$ cat src/apt_pkg.sv
// Shared types and constants of the associative page table.
// Depends on nothing; used by every module of the block except apt_ram.
package apt_pkg;

   localparam int NUM_ENTRIES_DEF = 16;
   localparam int PAGE_BITS_DEF   = 20;
   localparam int FRAME_BITS_DEF  = 16;
   localparam int FUNC_W          = 3;

   localparam logic [FUNC_W-1:0] FUNC_ADD         = 3'd0;
   localparam logic [FUNC_W-1:0] FUNC_REMOVE      = 3'd1;
   localparam logic [FUNC_W-1:0] FUNC_LOOKUP      = 3'd2;
   localparam logic [FUNC_W-1:0] FUNC_SET_VALID   = 3'd3;
   localparam logic [FUNC_W-1:0] FUNC_CLEAR_VALID = 3'd4;
   localparam logic [FUNC_W-1:0] FUNC_SET_DIRTY   = 3'd5;
   localparam logic [FUNC_W-1:0] FUNC_CLEAR_DIRTY = 3'd6;

   typedef enum logic [3:0] {
      ST_IDLE    = 4'b0001,
      ST_COMPARE = 4'b0010,
      ST_COMMIT  = 4'b0100,
      ST_RESPOND = 4'b1000
   } apt_state_type;

   typedef struct packed {
      logic load;
      logic compare;
      logic commit;
   } apt_cmd_type;

endpackage

$ cat src/apt_ram.sv
// Generic single-write, single-read RAM with a registered read port.
// Depends on nothing.
module apt_ram #(
   parameter int WIDTH = 16,
   parameter int DEPTH = 16
) (
   input  logic                     clock,
   input  logic                     wr_en,
   input  logic [$clog2(DEPTH)-1:0] wr_addr,
   input  logic [WIDTH-1:0]         wr_data,
   input  logic                     rd_en,
   input  logic [$clog2(DEPTH)-1:0] rd_addr,
   output logic [WIDTH-1:0]         rd_data
);

   logic [WIDTH-1:0] mem_ff [DEPTH];
   logic [WIDTH-1:0] rd_data_ff;

   always_ff @(posedge clock) begin
      if (wr_en) begin
         mem_ff[wr_addr] <= wr_data;
      end
      if (rd_en) begin
         rd_data_ff <= mem_ff[rd_addr];
      end
   end

   assign rd_data = rd_data_ff;

endmodule

$ cat src/apt_ctrl.sv
// Controller of the associative page table: walks one operation through
// compare, commit and respond. Depends on apt_pkg.
module apt_ctrl (
   input  logic                 clock,
   input  logic                 reset,
   input  logic                 start,
   output logic                 busy,
   output logic                 rsp_valid,
   output apt_pkg::apt_cmd_type cmd
);

   apt_pkg::apt_state_type state_ff, state_in;

   always_comb begin
      state_in = state_ff;
      case (state_ff)
         apt_pkg::ST_IDLE: begin
            if (start) begin
               state_in = apt_pkg::ST_COMPARE;
            end
         end
         apt_pkg::ST_COMPARE: state_in = apt_pkg::ST_COMMIT;
         apt_pkg::ST_COMMIT:  state_in = apt_pkg::ST_RESPOND;
         apt_pkg::ST_RESPOND: state_in = apt_pkg::ST_IDLE;
         default:             state_in = apt_pkg::ST_IDLE;
      endcase
   end

   always_ff @(posedge clock) begin
      if (reset) begin
         state_ff <= apt_pkg::ST_IDLE;
      end else begin
         state_ff <= state_in;
      end
   end

   assign busy        = (state_ff != apt_pkg::ST_IDLE);
   assign rsp_valid   = (state_ff == apt_pkg::ST_RESPOND);
   assign cmd.load    = (state_ff == apt_pkg::ST_IDLE) && start;
   assign cmd.compare = (state_ff == apt_pkg::ST_COMPARE);
   assign cmd.commit  = (state_ff == apt_pkg::ST_COMMIT);

endmodule

$ cat src/apt_datapath.sv
// Datapath of the associative page table: tag store, occupancy and marks,
// parallel tag compare, slot pick and the frame RAM. Depends on apt_pkg, apt_ram.
module apt_datapath #(
   parameter int NUM_ENTRIES = apt_pkg::NUM_ENTRIES_DEF,
   parameter int PAGE_BITS   = apt_pkg::PAGE_BITS_DEF,
   parameter int FRAME_BITS  = apt_pkg::FRAME_BITS_DEF
) (
   input  logic                      clock,
   input  logic                      reset,
   input  apt_pkg::apt_cmd_type      cmd,
   input  logic [apt_pkg::FUNC_W-1:0] req_func,
   input  logic [PAGE_BITS-1:0]      req_page,
   input  logic [FRAME_BITS-1:0]     req_frame_in,
   output logic                      rsp_ok,
   output logic [FRAME_BITS-1:0]     rsp_frame_out,
   output logic                      rsp_page_valid,
   output logic                      rsp_page_dirty
);

   localparam int IDX_W = $clog2(NUM_ENTRIES);

   // Captured request.
   logic [apt_pkg::FUNC_W-1:0] func_ff;
   logic [PAGE_BITS-1:0]       page_ff;
   logic [FRAME_BITS-1:0]      frame_ff;

   // Table state.
   logic [PAGE_BITS-1:0]   tag_ff [NUM_ENTRIES];
   logic [NUM_ENTRIES-1:0] used_ff;
   logic [NUM_ENTRIES-1:0] valid_ff;
   logic [NUM_ENTRIES-1:0] dirty_ff;

   // Compare results.
   logic [NUM_ENTRIES-1:0] match_ff, match_in;
   logic [NUM_ENTRIES-1:0] free_ff;

   // Response registers.
   logic ok_ff, ok_in;
   logic pv_ff, pv_in;
   logic pd_ff, pd_in;
   logic hit_lookup_ff, hit_lookup_in;

   logic [NUM_ENTRIES-1:0] sel_vec;
   logic [IDX_W-1:0]       idx;
   logic                   any_sel;
   logic                   is_add;
   logic                   legal_op;
   logic                   new_valid;
   logic                   new_dirty;
   logic [FRAME_BITS-1:0]  ram_rd_data;

   always_comb begin
      for (int i = 0; i < NUM_ENTRIES; i++) begin
         match_in[i] = used_ff[i] && (tag_ff[i] == page_ff);
      end
   end

   assign is_add   = (func_ff == apt_pkg::FUNC_ADD);
   assign legal_op = (func_ff <= apt_pkg::FUNC_CLEAR_DIRTY);
   assign sel_vec  = is_add ? free_ff : match_ff;
   assign any_sel  = |sel_vec;

   // Lowest set bit of the selected vector.
   always_comb begin
      idx = '0;
      for (int i = NUM_ENTRIES - 1; i >= 0; i--) begin
         if (sel_vec[i]) begin
            idx = IDX_W'(i);
         end
      end
   end

   always_comb begin
      new_valid = valid_ff[idx];
      new_dirty = dirty_ff[idx];
      case (func_ff)
         apt_pkg::FUNC_REMOVE: begin
            new_valid = 1'b0;
            new_dirty = 1'b0;
         end
         apt_pkg::FUNC_SET_VALID:   new_valid = 1'b1;
         apt_pkg::FUNC_CLEAR_VALID: new_valid = 1'b0;
         apt_pkg::FUNC_SET_DIRTY:   new_dirty = 1'b1;
         apt_pkg::FUNC_CLEAR_DIRTY: new_dirty = 1'b0;
         default: ;
      endcase
   end

   always_comb begin
      ok_in         = legal_op && any_sel;
      pv_in         = ok_in && !is_add && new_valid;
      pd_in         = ok_in && !is_add && new_dirty;
      hit_lookup_in = any_sel && (func_ff == apt_pkg::FUNC_LOOKUP);
   end

   always_ff @(posedge clock) begin
      if (cmd.load) begin
         func_ff  <= req_func;
         page_ff  <= req_page;
         frame_ff <= req_frame_in;
      end
      if (cmd.compare) begin
         match_ff <= match_in;
         free_ff  <= ~used_ff;
      end
      if (cmd.commit) begin
         ok_ff         <= ok_in;
         pv_ff         <= pv_in;
         pd_ff         <= pd_in;
         hit_lookup_ff <= hit_lookup_in;
         if (is_add && any_sel) begin
            tag_ff[idx] <= page_ff;
         end
      end
   end

   always_ff @(posedge clock) begin
      if (reset) begin
         used_ff  <= '0;
         valid_ff <= '0;
         dirty_ff <= '0;
      end else if (cmd.commit && ok_in) begin
         if (is_add) begin
            used_ff[idx]  <= 1'b1;
            valid_ff[idx] <= 1'b0;
            dirty_ff[idx] <= 1'b0;
         end else begin
            if (func_ff == apt_pkg::FUNC_REMOVE) begin
               used_ff[idx] <= 1'b0;
            end
            valid_ff[idx] <= new_valid;
            dirty_ff[idx] <= new_dirty;
         end
      end
   end

   apt_ram #(
      .WIDTH (FRAME_BITS),
      .DEPTH (NUM_ENTRIES)
   ) u_frame_ram (
      .clock   (clock),
      .wr_en   (cmd.commit && is_add && any_sel),
      .wr_addr (idx),
      .wr_data (frame_ff),
      .rd_en   (cmd.commit),
      .rd_addr (idx),
      .rd_data (ram_rd_data)
   );

   assign rsp_ok         = ok_ff;
   assign rsp_page_valid = pv_ff;
   assign rsp_page_dirty = pd_ff;
   assign rsp_frame_out  = hit_lookup_ff ? ram_rd_data : '0;

endmodule

$ cat src/associative_page_table.sv
// Top level of the associative page table; depends on apt_pkg, apt_ctrl,
// apt_datapath and, through the datapath, apt_ram.
//
// Usage: an operation (req_func, req_page, req_frame_in) is transferred at a
// rising edge where start is high and busy is low. Operations are add, remove,
// lookup, and set or clear of the valid and dirty marks, matched by page
// against every occupied slot at once; the lowest matching slot wins, and an
// add takes the lowest free slot without a duplicate check.
// Each operation yields exactly one result, shown on the rsp_ ports for one
// cycle with rsp_valid high. The steps in order: the registered tag compare;
// the slot pick, the update of the table and frame RAM and the start of the
// registered frame RAM read; and the showing of the registered result. busy
// stays high over those steps, so a new operation is not taken before the
// last result has been shown; the controller handles one operation at a time.
// The receiver cannot stall: a result is transferred in its strobe cycle.
// Synchronous reset empties the table and clears all marks at once; the tag
// and frame stores are not cleared and need no sweep.
module associative_page_table #(
   parameter int NUM_ENTRIES = apt_pkg::NUM_ENTRIES_DEF,
   parameter int PAGE_BITS   = apt_pkg::PAGE_BITS_DEF,
   parameter int FRAME_BITS  = apt_pkg::FRAME_BITS_DEF
) (
   input  logic                       clock,
   input  logic                       reset,
   input  logic                       start,
   output logic                       busy,
   input  logic [apt_pkg::FUNC_W-1:0] req_func,
   input  logic [PAGE_BITS-1:0]       req_page,
   input  logic [FRAME_BITS-1:0]      req_frame_in,
   output logic                       rsp_valid,
   output logic                       rsp_ok,
   output logic [FRAME_BITS-1:0]      rsp_frame_out,
   output logic                       rsp_page_valid,
   output logic                       rsp_page_dirty
);

   // Command group from the controller to the datapath.
   apt_pkg::apt_cmd_type cmd;

   apt_ctrl u_ctrl (
      .clock     (clock),
      .reset     (reset),
      .start     (start),
      .busy      (busy),
      .rsp_valid (rsp_valid),
      .cmd       (cmd)
   );

   // The datapath holds all table state and the frame RAM.
   apt_datapath #(
      .NUM_ENTRIES (NUM_ENTRIES),
      .PAGE_BITS   (PAGE_BITS),
      .FRAME_BITS  (FRAME_BITS)
   ) u_datapath (
      .clock          (clock),
      .reset          (reset),
      .cmd            (cmd),
      .req_func       (req_func),
      .req_page       (req_page),
      .req_frame_in   (req_frame_in),
      .rsp_ok         (rsp_ok),
      .rsp_frame_out  (rsp_frame_out),
      .rsp_page_valid (rsp_page_valid),
      .rsp_page_dirty (rsp_page_dirty)
   );

endmodule

$ cat config.mk
export PLATFORM = sky130hd
export DESIGN_NAME = associative_page_table
export DESIGN_NICKNAME = d
export VERILOG_FILES = /design/src/apt_pkg.sv /design/src/apt_ram.sv /design/src/apt_ctrl.sv /design/src/apt_datapath.sv /design/src/associative_page_table.sv
export SDC_FILE = /design/constraint.sdc
export NUM_CORES = 1
export LEC_CHECK = 0
export BUFFER_PORTS_ARGS = -buffer_cell sky130_fd_sc_hd__buf_2
export CAP_MARGIN = 20
export CORE_MARGIN = 4
export CORE_UTILIZATION = 41
export DETAILED_ROUTE_END_ITERATION = 12
export GPL_ROUTABILITY_DRIVEN = 0
export GPL_TIMING_DRIVEN = 0
export REMOVE_ABC_BUFFERS = 1
export SLEW_MARGIN = 20
export SYNTH_ARGS = -nofsm -noshare
export SYNTH_HDL_FRONTEND = slang
export SYNTH_SLANG_ARGS = --single-unit
$ cat constraint.sdc
create_clock -name clock -period 10.1 [get_ports clock]
set_input_delay 1.515 -clock clock [delete_from_list [all_inputs] [get_ports clock]]
set_output_delay 1.515 -clock clock [all_outputs]
set_load 0.1 [all_outputs]
== Word level (Yosys, flattened, before mapping) ==
Memories as Yosys holds them, arrays and structs flattened. A register that Yosys moved wholly into a read port is not among the register bits.
Index checks and enable logic that the tools add are counted.
Operators by class
  order comparisons: 3
  eq/ne operators: 28
  multiplexer cells: 39
  bitwise operators: 6
  reduce and logical (&&, ||, !) cells: 34
Operator list (number)
  $eq 20x20->1: 16
  $mux 16: 6
  $mux 4: 17
  $and 16x16->16: 3
  $bwmux 16: 2
  $not 16->16: 2
  $logic_and 1x1->1: 27
  $or 16x16->16: 1
  $reduce_or 16->1: 1
  $pmux 4 s3: 1
  $eq 3x3->1 const B: 3
  $bmux 1 s4: 2
  $mux 1: 8
  $eq 3x2->1 const B: 2
  $lt 4x5->1 const B: 1
  $demux 1 s4: 1
  $eq 4x1->1 const B: 1
  $eq 4x2->1 const B: 1
  $eq 4x3->1 const B: 1
  $eq 4x4->1 const B: 1
  $ge 4x1->1 const B: 1
  $ne 4x1->1 const B: 1
  $pmux 1 s2: 2
  $reduce_or 2->1: 2
  7 further kinds: 7
Word-level totals
  register bits: 127
  bits in writable memories: 576
  bits of input ports: 42
  output and inout bits: 21
  logic and storage cells: 125
  memories kept: 2
Memory list
  u_datapath.tag_ff: depth 16, width 20, rd ports 16, clocked after memory_dff 0, write ports 1, RTL line apt_datapath.sv:28  | logic [PAGE_BITS-1:0] tag_ff [NUM_ENTRIES];
  u_datapath.u_frame_ram.mem_ff: depth 16, width 16, rd ports 1, clocked after memory_dff 1, write ports 1, RTL line apt_ram.sv:16  | logic [WIDTH-1:0] mem_ff [DEPTH];

== Depth between registers and ports, before layout ==
Gate-level depths: netlist of run 1.
  depth in word-level cells: 26
  gate-level depth with buffers: 15
  gate-level depth less buffers: 10

== Cells and area by module ==
A second synthesis of run 1 with hierarchy kept.
Unflattened totals
  cells, all modules: 1741
  area, all modules: 29030.3 sq um
By module, submodules not included
  apt_datapath: times used 1, cells each 1290, area an instance 18630.4 sq um
  apt_ram: times used 1, cells each 432, area an instance 10203.5 sq um
  apt_ctrl: times used 1, cells each 19, area an instance 196.4 sq um

== Worst setup path after synthesis of run 1 ==
OpenSTA, ideal clock, no wires.
  path kind: reg2out
  from: register u_ctrl.state_ff[0]
  to: output rsp_valid
  arrival time: 3.458 ns
  setup slack: 5.127 ns
  stages on the path, launching flop included: 2
  path through: dfxtp_1 > nor4b_1
Between the ends
  longest elaborated chain between the ends: 1
RTL lines
  start: declaration: RTL line apt_ctrl.sv:12  | apt_pkg::apt_state_type state_ff, state_in;
  start signal: assignment: RTL line apt_ctrl.sv:31  | state_ff <= apt_pkg::ST_IDLE;
  start signal: assignment: RTL line apt_ctrl.sv:33  | state_ff <= state_in;
  $eq 4x4->1: RTL line apt_ctrl.sv:38  | assign rsp_valid = (state_ff == apt_pkg::ST_RESPOND);
  end: declaration: RTL line associative_page_table.sv:30  | output logic rsp_valid,
Every way passes these cells.

== Worst setup path after layout of run 1 ==
  from: register u_datapath.func_ff[0] (netlist bit)
  to: memory u_datapath.u_frame_ram.mem_ff[7][15] (enable)
Between the ends
  longest elaborated chain between the ends: 18
RTL lines
  start: declaration: RTL line apt_datapath.sv:23  | logic [apt_pkg::FUNC_W-1:0] func_ff;
  start signal: assignment: RTL line apt_datapath.sv:98  | func_ff <= req_func;
  $logic_not 3->1 (*): RTL line apt_datapath.sv:58  | assign is_add = (func_ff == apt_pkg::FUNC_ADD);
  $mux 16: RTL line apt_datapath.sv:60  | assign sel_vec = is_add ? free_ff : match_ff;
  $mux 4 (16 in series): RTL line apt_datapath.sv:67  | if (sel_vec[i]) begin
  end: declaration: RTL line apt_ram.sv:16
Mark *: on every way between the ends. The rest lies on a longest branch, timed or not.

==> results of run 1 <==
[final cells by class]
cell class,count,area share [%]
Timing Repair Buffer,148,5.22
Sequential cell,719,61.3
Tap cell,940,3.42
Clock inverter,39,1.02
Inverter,39,0.426
Clock buffer,93,5.71
Multi-Input combinational cell,1150,23.0
[per-stage QoR]
| stage | TNS, ns | power, mW | setup WS [ns] |
|---|---|---|---|
| 2_1_floorplan | 0 | 3.56 | 3.99 |
| 3_3_place_gp | -256.64 | 3.68 | -1.51 |
| 3_5_place_dp | 0 | 3.75 | 4.94 |
| 4_1_cts | 0 | 6.36 | 4.92 |
| 5_1_grt | 0 | 6.52 | 4.56 |
| 6_report | 0 | 6.30 | 4.94 |
[Yosys cell counts (11+ instances only)]
library cell  count
clkbuf_1         79
o22ai_1          15
nand3_1          43
nor4_1           73
nand2_1         204
nor3_1           26
xnor2_1          60
o21ai_0          17
mux2i_1          18
inv_1            39
a211oi_1         50
edfxtp_1        667
nand4_1          37
a21oi_1          53
dfxtp_1          52
o21ai_1          13
o2111ai_1        12
xor2_1          257
and2_1           69
buf_2            11
nor2_1           69
buf_1            16
a311o_1          38
mux2_2           13
[flip-flops by register name, indices dropped and copies added (netlist names), named ones only]
| register | cells |
|---|---|
| u_ctrl.state_ff | 4 |
| u_datapath.dirty_ff | 16 |
| u_datapath.frame_ff | 16 |
| u_datapath.free_ff | 16 |
| u_datapath.func_ff | 3 |
| u_datapath.hit_lookup_ff | 1 |
| u_datapath.match_ff | 16 |
| u_datapath.page_ff | 20 |
| u_datapath.rsp_ok | 1 |
| u_datapath.rsp_page_dirty | 1 |
| u_datapath.rsp_page_valid | 1 |
| u_datapath.tag_ff | 320 |
| u_datapath.u_frame_ram.mem_ff | 256 |
| u_datapath.u_frame_ram.rd_data | 16 |
| u_datapath.valid_ff | 16 |
[cells by family (layout without fill, tap and decap cells)]
group	after synthesis	in the layout
AND/OR/NAND/NOR	554	554
flip-flops	719	719
buffers and inverters	148	319
multiplexers	33	33
AO/OA/AOI/OAI	246	246
XOR/XNOR	317	317
[how the worst max path moves through the flow]
stage | endpoint | slack [ns] | cells after the start
final | u_datapath.u_frame_ram.mem_ff[7][15] | 4.94 | 8
after floorplan | u_datapath.tag_ff[10][0] | 3.99 | 6
after global routing | u_datapath.u_frame_ram.mem_ff[7][4] | 4.56 | 8
after global placement | u_datapath.u_frame_ram.mem_ff[14][5] | -1.51 | 6
after detailed placement | u_datapath.u_frame_ram.mem_ff[7][10] | 4.94 | 8
after CTS | u_datapath.u_frame_ram.mem_ff[7][14] | 4.92 | 8
[per-layer routing]
| metal | GRT usage, % | up-vias | share of wire [%] |
|---|---|---|---|
| li1 | - | 7764 | - |
| met1 | 25.5 | 8662 | 43 |
| met2 | 31.1 | 513 | 49 |
| met3 | 2.87 | 122 | 4.9 |
| met4 | 6.05 | 0 | 2.9 |
| met5 | 0 | - | 0 |
[worst reg2reg max path: stages, from the launching register on]
cell and delay, ns:
edfxtp_1 0.73, or3_1 0.71, mux2i_1 0.25, a221oi_2 0.54, o21ai_4 0.36, buf_16 0.28
nor2_1 0.58, nand3_1 0.42, inv_1 0.89
[power groups by stage]
stage,sequential (mW),combinational (mW),clock (mW)
global route,3.35,0.368,2.81
CTS,3.34,0.346,2.67
floorplan,3.42,0.145,0
global placement,3.48,0.202,0
finish,3.34,0.340,2.62
detailed placement,3.41,0.344,0
==> flow_summary.toml, run 1 <==
[drt]
dr.pass1.iters = 5
avgViaCountPerCell = 5.45
drc = 0
vias = 17100
totalWireLength_um = 70800
drtIter0Drc = 1492
final_antenna_net_count = 0
wl_per_cell_um = 22.6

[power]
swShare_pct = 21.7
p_sw_mw = 1.37
p_clk_share_pct = 41.5
ir_worst_vdd_mv = 0.118
combinationalPowerShare_pct = 5.4
p_leak_nw = 11.2
p_per_area_nw_per_um2 = 183
p_int_mw = 4.93
seqPwrFrac_pct = 53.1

[clock_tree]
cts_buffers = 73
cts_root_buffer = "clkbuf_16"
insertion_delay_ns = 0.61
clock_sinks = 719
ctsResizeCount = 0
cts.reportedPaths.clkPinSlew_ns = 0.06
hold_buffers = 0
clk_path_buf_depth = 3
cts_max_level = 3
post_cts_buffers = 0
cts_tree = "built"

[timing]
tightest_slew_ns = 1.06
fin_crit_sh_pct = 51.1
rsz0062_at_grt = "no"
max_freq_ghz = 0.194
skew_ns = 0.0139
slew_viol_final = 0
whs_ns = 0.458
min_period_ns = 5.16
hold_violations = 0
relSlewSlack_pct = 29.4
setup_viol = 0

[critical_path]
cp-startpoint = "u_datapath.func_ff[0]"
cp.arrival_ns = 5.38
r2r-end = "u_datapath.u_frame_ram.mem_ff[7][15]"
crit_fanout = 21
critPathBufInv = 2
critPathCaptureType = "flop"
rrSetupSlack_ns = 4.94
start_kind = "flop"
critPathSlowestCell = "inv_1"
regToRegStartpoint = "u_datapath.func_ff[0]"
cp_cell_sequence = "or3_1, mux2i_1, a221oi_2, o21ai_4, buf_16, nor2_1, nand3_1, inv_1"
critical_path_class = "flop to flop"
crit_required_ns = 10.33
reg2regPathDepth = 8
max_stage_delay_ns = 0.89
path_delay_family = "simple AND/OR/NAND/NOR gates"

[floorplanning]
die_x_um = 276
ioPinCount = 63
start_util_pct = 41.6
core_area_um2 = 70500
rows = 97
die-area_um2 = 75900
dieHeight_um = 276

[grt]
grt_pass1_vias = 17000
track_usage_pct = 18.8
overflow = 0
grt_pass1_wl_um = 107000
grt_start_max_net_pins = 62
antenna_found_initial = 0

[yosys]
synth_compound_area_share_pct = 6.15
synth.area.top_cells = "edfxtp_1, xor2_1, dfxtp_1, nand2_1, xnor2_1"
synth_fa_ha_area_share_pct = 0
synth-seq-cells = 719
synthArstFlopShare_pct = 0
synth.avg_cell_area_um2 = 14.5
yosysSeqAreaShare_pct = 71.8
synthSimpleGateAreaFrac_pct = 9.37
syn-cell-area_um2 = 29300
yosysWarnings = 0
synth_top_family_by_area = "XOR/XNOR gates"
postSynthCellCount = 2017
synthMuxAreaShare_pct = 1.21
synth_cell_types = 66
ys.flop_type = "edfxtp_1"
synth_top_cell_area_share_pct = 68.3
synthXorXnorAreaFrac_pct = 9.46
synth_top_area_cell = "edfxtp_1"
synth_edf_count = 667

[finish]
final_common_cell = "edfxtp_1"
drive_above_1_share_pct = 14.4
final_cell_mix = "edfxtp_1, xor2_1, nand2_1"
fin_util_pct = 48.8
nFillCells = 5900
seqCellArea_um2 = 21100
finalInstanceArea_um2 = 34400
diodes = 0
final_cells = 3128
area_growth_pct = 17.2
multi_input_area_um2 = 7890
final_nets = 2173

[hold_path]
hold_class = "flop to flop"
worstHoldPathCells = 2
hold_end = "u_datapath.dirty_ff[8]"
hp-start = "u_datapath.dirty_ff[8]"

[placed_design]
dp.cells = 2996
io_buffers = 62
place_hpwl_um = 45600
dpl-instance-area_um2 = 32100

[status]
outcome = "finished, final reports clean"

[flow_run]
cap_violations = 0
Power figures use the tool's default switching activity.
==> run 2: changes to the inputs <==
--- a/config.mk
+++ b/config.mk
@@ -5,6 +5,7 @@
 export SDC_FILE = /design/constraint.sdc
 export NUM_CORES = 1
 export LEC_CHECK = 0
+export ABC_AREA = 1
 export BUFFER_PORTS_ARGS = -buffer_cell sky130_fd_sc_hd__buf_2
 export CAP_MARGIN = 20
 export CORE_MARGIN = 4
==> constraint.sdc (replaced) <==
create_clock -name clock -period 4.2 [get_ports clock]
set_input_delay 0.63 -clock clock [delete_from_list [all_inputs] [get_ports clock]]
set_output_delay 0.63 -clock clock [all_outputs]
set_load 0.1 [all_outputs]
==> run 2 against run 1 <==
Critical path depth up 13. Largest cell class unchanged. Wire length grew 9.1%. Global-route usage rose by 1.4 points.
==> flow_summary.toml, run 2 <==
[yosys]
ys.flop_type = "edfxtp_1"
synth_cell_types = 51
synth_compound_area_share_pct = 7.36
yosysWarnings = 0
synth_top_cell_area_share_pct = 68.6
syn-cell-area_um2 = 29200
postSynthCellCount = 2297
netlist_top_cells_count = "edfxtp_1, nand2_1, inv_1, nor2_1, nand3_1"
synth_top_family_by_area = "simple AND/OR/NAND/NOR gates"
synth_edf_count = 667
synth_most_common_cell = "edfxtp_1"
yosysSeqAreaShare_pct = 72.2
synthSimpleGateAreaFrac_pct = 12.9
synth_fa_ha_area_share_pct = 0
synthMuxAreaShare_pct = 0.321
synth_top_area_cell = "edfxtp_1"
synthArstFlopShare_pct = 0
synth.area.top_cells = "edfxtp_1, nand2_1, dfxtp_1, xnor2_1, inv_1"
synthXorXnorAreaFrac_pct = 3.30
synth-seq-cells = 719
synth.avg_cell_area_um2 = 12.7

[grt]
grt_pass1_wl_um = 114000
antenna_found_initial = 0
grt_pass1_vias = 18300
track_usage_pct = 20.1
overflow = 0
grt_start_max_net_pins = 65

[finish]
final_cell_mix = "edfxtp_1, nand2_1, inv_1"
final_nets = 2459
multi_input_area_um2 = 7250
seqCellArea_um2 = 21100
area_growth_pct = 17.5
largest-register = "u_datapath.tag_ff"
reg.largest.list = "u_datapath.tag_ff: 320 flops, u_datapath.u_frame_ram.mem_ff: 256 flops, u_datapath.page_ff: 20 flops"
nFillCells = 6013
largest_register_ffs = 320
diodes = 0
final_cells = 3412
drive_above_1_share_pct = 14.5
final_common_cell = "edfxtp_1"

[timing]
max_freq_ghz = 0.252
min_period_ns = 3.97
setup_ws_ns = 0.234
hold_violations = 0
setup_viol = 0
whs_ns = 0.171
slew_viol_final = 0
fin_crit_sh_pct = 94.4
skew_ns = 0.0289
relSlewSlack_pct = 21.4
tightest_slew_ns = 1.18

[power]
p_per_area_nw_per_um2 = 449
ir_worst_vdd_mv = 0.334
p_leak_nw = 11.4
power_mw = 15.4

[clock_tree]
insertion_delay_ns = 0.63
cts_root_buffer = "clkbuf_16"
clock_sinks = 719
cts.reportedPaths.clkPinSlew_ns = 0.06
clk_path_buf_depth = 3
cts_max_level = 3
cts_tree = "built"
cts_buffers = 76

[placed_design]
place_hpwl_um = 47300
io_buffers = 62
dp.cells = 3254
pre_cts_ws_ns = -0.951

[critical_path]
crit_fanout = 16
cp.arrival_ns = 4.22
cp_cell_sequence = "nor2_4, buf_4, nand3_1, nand2_1, nand2_1, nand2_1, nand2_1, nand2_1, nand2_1, nand2_1, nand2_1, nand2_1, nand2_1, nand2_1, nand2_1, nand2_4, nand2_2, nor2_4, buf_8, nand2_1, nor2_4"
critPathSlowestCell = "nor2_4"
crit_required_ns = 4.45
critPathCaptureType = "flop"
max_stage_delay_ns = 0.62
critical_path_class = "flop to flop"
start_kind = "flop"
cpMostUsedCell = "nand2_1"

[drt]
vias = 19000
dr.pass1.iters = 5
totalWireLength_um = 77300
wl_met1_um = 32200
wl_met2_um = 37900
avgViaCountPerCell = 5.56
drc = 0
top_layer_used = "met4"
final_antenna_net_count = 0
wl_per_cell_um = 22.7
met3_length_um = 5390
drtIter0Drc = 1843

[floorplanning]
die-area_um2 = 75600
rows = 97
core_area_um2 = 70300
start_util_pct = 41.6
ioPinCount = 63
dieHeight_um = 275
die_x_um = 275

[status]
outcome = "finished, final reports clean"

[hold_path]
hold_class = "input port to flop"

[flow_run]
cap_violations = 0
[run 2: cell count changes after synthesis, sizes merged, moves of 35 or more]
cell / change
xor2: -222
a311o: -38
o22ai: +35
a221oi: +40
inv: +127
nand2: +275
nor4: -41
and2: -68
o21ai: +58
nand3: +58
nor2: +72
[run 2: worst paths after layout]
check	from	to	slack (ns)	cells after the start
max	u_datapath.func_ff[2]	u_datapath.u_frame_ram.mem_ff[15][4]	0.23	21
max reg2reg	u_datapath.func_ff[2]	u_datapath.u_frame_ram.mem_ff[15][4]	0.23	21
min reg2reg	u_datapath.dirty_ff[4]	u_datapath.dirty_ff[4]	0.46	2
min	req_page[4]	u_datapath.page_ff[4]	0.17	1
[run 2: report_power, final]
| part | internal, mW | total [mW] | switching (mW) | leakage, nW |
|---|---|---|---|---|
| Sequential | 7.91 | 8.05 | 0.137 | 6.39 |
| Clock | 3.73 | 6.53 | 2.80 | 1.18 |
| Combinational | 0.274 | 0.836 | 0.562 | 3.79 |
| Total | 11.9 | 15.4 | 3.50 | 11.4 |
[run 2: layer usage]
metal | vias up | GRT usage (%)
met5 | - | 0
met4 | 0 | 5.97
met3 | 127 | 3.26
met2 | 764 | 34.1
li1 | 8555 | -
met1 | 9519 | 26.9
[run 2: per-stage QoR]
step	TNS, ns	cell area (um^2)	util [%]
final	0	34300	48.8
after CTS	0	34100	48.5
after global routing	-0.0252	34300	48.8
after detailed placement	-476.11	31400	44.7
after global placement	-1780.56	30200	43.0
after floorplan	-192.31	28700	-
[run 2: final cells by class]
cell class / instances / area share (%)
inverter: 174 / 2.05
timing repair buffer: 145 / 4.93
clock buffer: 96 / 5.85
sequential: 719 / 61.4
clock inverter: 37 / 1.23
tap: 940 / 3.43
multi-input combinational: 1301 / 21.1
[run 2: worst max-delay path: cells and delay by family, from the launching register on]
family / cells / cell delay [ns]
and+or+nand+nor: 19 / 2.59
DFF: 1 / 0.51
buffers and inverters: 2 / 0.46
[run 2: timing repair]
item	CTS	global route
pin swaps	8	8
setup buffers	11	9
hold buffers	0	0
resized for setup	14	9
setup endpoints to repair	636	517
gates cloned	2	0
[run 2: cell families after synthesis]
family / Yosys count
AO/OA/AOI/OAI: 336
XOR/XNOR: 110
buffers and inverters: 279
flip-flops: 719
multiplexers: 7
AND/OR/NAND/NOR: 846
==> run 3: changes to the inputs <==
--- a/config.mk
+++ b/config.mk
@@ -13,6 +13,7 @@
 export DETAILED_ROUTE_END_ITERATION = 12
 export GPL_ROUTABILITY_DRIVEN = 0
 export GPL_TIMING_DRIVEN = 0
+export PLACE_DENSITY = 0.67
 export REMOVE_ABC_BUFFERS = 1
 export SLEW_MARGIN = 20
 export SYNTH_ARGS = -nofsm -noshare
==> constraint.sdc (replaced) <==
create_clock -name clock -period 3.9 [get_ports clock]
set_input_delay 0.585 -clock clock [delete_from_list [all_inputs] [get_ports clock]]
set_output_delay 0.585 -clock clock [all_outputs]
set_load 0.1 [all_outputs]
==> run 3 against run 2 <==
Combinational power up 12%. Clock-buffer cell count down 4. Maximum frequency up 3.3%. Power up 6.6%. Die area unchanged. Cell count up 0.70%. First-iteration DRC count up 38%. Core utilization up 0.50 points. Critical endpoint is now u_datapath.u_frame_ram.rd_data[14].
==> flow_summary.toml, run 3 (synthesized netlist as in run 2, its figures left out) <==
[grt]
grt_start_max_net_pins = 65
track_usage_pct = 20.0
grt_pass1_wl_um = 114000
overflow = 0
grt_pass1_vias = 18500
antenna_found_initial = 0

[clock_tree]
cts_buffers = 72
cts_max_level = 3
cts.reportedPaths.clkPinSlew_ns = 0.06
clock_sinks = 719
hold_buffers = 0
cts_root_buffer = "clkbuf_16"
clk_path_buf_depth = 3
insertion_delay_ns = 0.62
cts_tree = "built"

[power]
combinationalPowerShare_pct = 5.7
p_leak_nw = 11.5
power_mw = 16.4
p_int_mw = 12.8
seqPwrFrac_pct = 52.7
p_sw_mw = 3.62
swShare_pct = 22.0
p_per_area_nw_per_um2 = 474
p_clk_share_pct = 41.6
ir_worst_vdd_mv = 0.372

[finish]
largest_register_ffs = 320
nFillCells = 5766
reg.largest.list = "u_datapath.tag_ff: 320 flops, u_datapath.u_frame_ram.mem_ff: 256 flops, u_datapath.page_ff: 20 flops"
largest-register = "u_datapath.tag_ff"
drive_above_1_share_pct = 15.5
diodes = 0
final_nets = 2486
final_common_cell = "edfxtp_1"
area_growth_pct = 18.7
final_cell_mix = "edfxtp_1, nand2_1, inv_1"

[drt]
dr.pass1.iters = 6
wl_per_cell_um = 22.8
totalWireLength_um = 78300
final_antenna_net_count = 0
drtIter0Drc = 2542
drc = 0
vias = 19600
avgViaCountPerCell = 5.71

[placed_design]
io_buffers = 62
place_hpwl_um = 45300

[timing]
relSlewSlack_pct = 22.2
hold_violations = 0
rsz0062_at_grt = "yes"
tightest_slew_ns = 1.17
slew_viol_final = 0
whs_ns = 0.153
fin_crit_sh_pct = 98.4
min_period_ns = 3.84
setup_viol = 0
skew_ns = 0.0299
max_freq_ghz = 0.260

[critical_path]
crit_fanout = 64
start_kind = "flop"
crit_required_ns = 4.23
critPathCapture = "u_datapath.u_frame_ram.rd_data[14]"
cp-startpoint = "u_datapath.func_ff[2]"
r2r-end = "u_datapath.u_frame_ram.rd_data[14]"
reg2regPathDepth = 17
cp.arrival_ns = 4.16
critical_path_class = "flop to flop"
critPathCaptureType = "flop"
regToRegStartpoint = "u_datapath.func_ff[2]"
rrSetupSlack_ns = 0.06

[floorplanning]
die_x_um = 275
ioPinCount = 63
dieHeight_um = 275
die-area_um2 = 75600
core_area_um2 = 70300
start_util_pct = 41.6
rows = 97

[status]
outcome = "finished, final reports clean"

[flow_run]
cap_violations = 0

[hold_path]
hold_class = "input port to flop"
## run 3: changes by cell type in the layout (fill, tap and decap cells not counted), sizes merged
cell    before  now
buf        145  169
bufinv       6    8
clkbuf      96   92
clkinv      37   30
inv        167  170
nand2      479  480
nor2       143  148
## run 3: cell type report
type | count | area [um^2] | share of cell area, %
Sequential cell | 719 | 21100 | 60.8
Multi-Input combinational cell | 1307 | 7420 | 21.4
Timing Repair Buffer | 169 | 1990 | 5.74
Clock buffer | 92 | 1940 | 5.60
Tap cell | 940 | 1180 | 3.39
Inverter | 174 | 708 | 2.04
Clock inverter | 34 | 350 | 1.01
Timing Repair inverter | 1 | 8.76 | 0.0253
## run 3: critical path: stages, from the launching register on
cell,delay [ns]
edfxtp_1,0.45
nor2_4,0.25
buf_4,0.18
nand2_4,0.18
o21a_1,0.30
nor2_1,0.20
nand2_1,0.09
nand2_1,0.07
nand2_1,0.12
nand3_4,0.25
inv_6,0.13
nand2_1,0.32
inv_8,0.25
a22o_1,0.24
nand2_1,0.05
nand2_1,0.05
a211oi_1,0.27
o211ai_1,0.13
## run 3: power groups by stage
stage | clock (mW) | sequential [mW] | combinational (mW)
after floorplan | 0 | 8.80 | 0.421
after global placement | 0 | 8.94 | 0.635
after detailed placement | 0 | 8.83 | 0.864
after CTS | 6.91 | 8.67 | 0.881
after global routing | 7.26 | 8.67 | 0.998
final | 6.83 | 8.66 | 0.938
## run 3: routing by layer
| metal | track usage, % | wire length [um] | up-vias |
|---|---|---|---|
| li1 | - | - | 8609 |
| met1 | 26.9 | 30500 | 9593 |
| met2 | 32.4 | 36900 | 1204 |
| met3 | 3.54 | 7990 | 211 |
| met4 | 8.31 | 2910 | 0 |
| met5 | 0 | 0 | - |
## run 3: what timing repair did
item	in CTS	in global routing
pin swaps	25	13
gates cloned	1	8
resized for setup	27	25
setup buffers	35	16
endpoints found under the setup margin	643	635
## run 3: worst min path at each step
stage / from / endpoint / slack [ns] / depth (start not counted)
3_5_place_dp: u_datapath.dirty_ff[3] / u_datapath.dirty_ff[3] / 0.45 / 2
3_3_place_gp: u_datapath.dirty_ff[4] / u_datapath.dirty_ff[4] / 0.45 / 2
6_report: req_frame_in[13] / u_datapath.frame_ff[13] / 0.15 / 1
2_1_floorplan: u_datapath.dirty_ff[4] / u_datapath.dirty_ff[4] / 0.43 / 2
5_1_grt: req_frame_in[9] / u_datapath.frame_ff[9] / 0.13 / 1
4_1_cts: req_frame_in[13] / u_datapath.frame_ff[13] / 0.12 / 1
## run 3: metrics by stage
stage / utilization [%] / TNS, ns / worst slack (ns) / cell area [um^2] / cells
finish: 49.3 / 0 / 0.0611 / 34700 / 3436
CTS: 48.8 / 0 / 0.00729 / 34300 / 3408
global placement: 43.0 / -1916.21 / -4.47 / 30200 / 3194
floorplan: - / -301.98 / -1.16 / 28700 / 2192
global route: 49.3 / -3.26 / -0.0768 / 34700 / 3436
detailed placement: 44.6 / -673.78 / -1.24 / 31300 / 3246
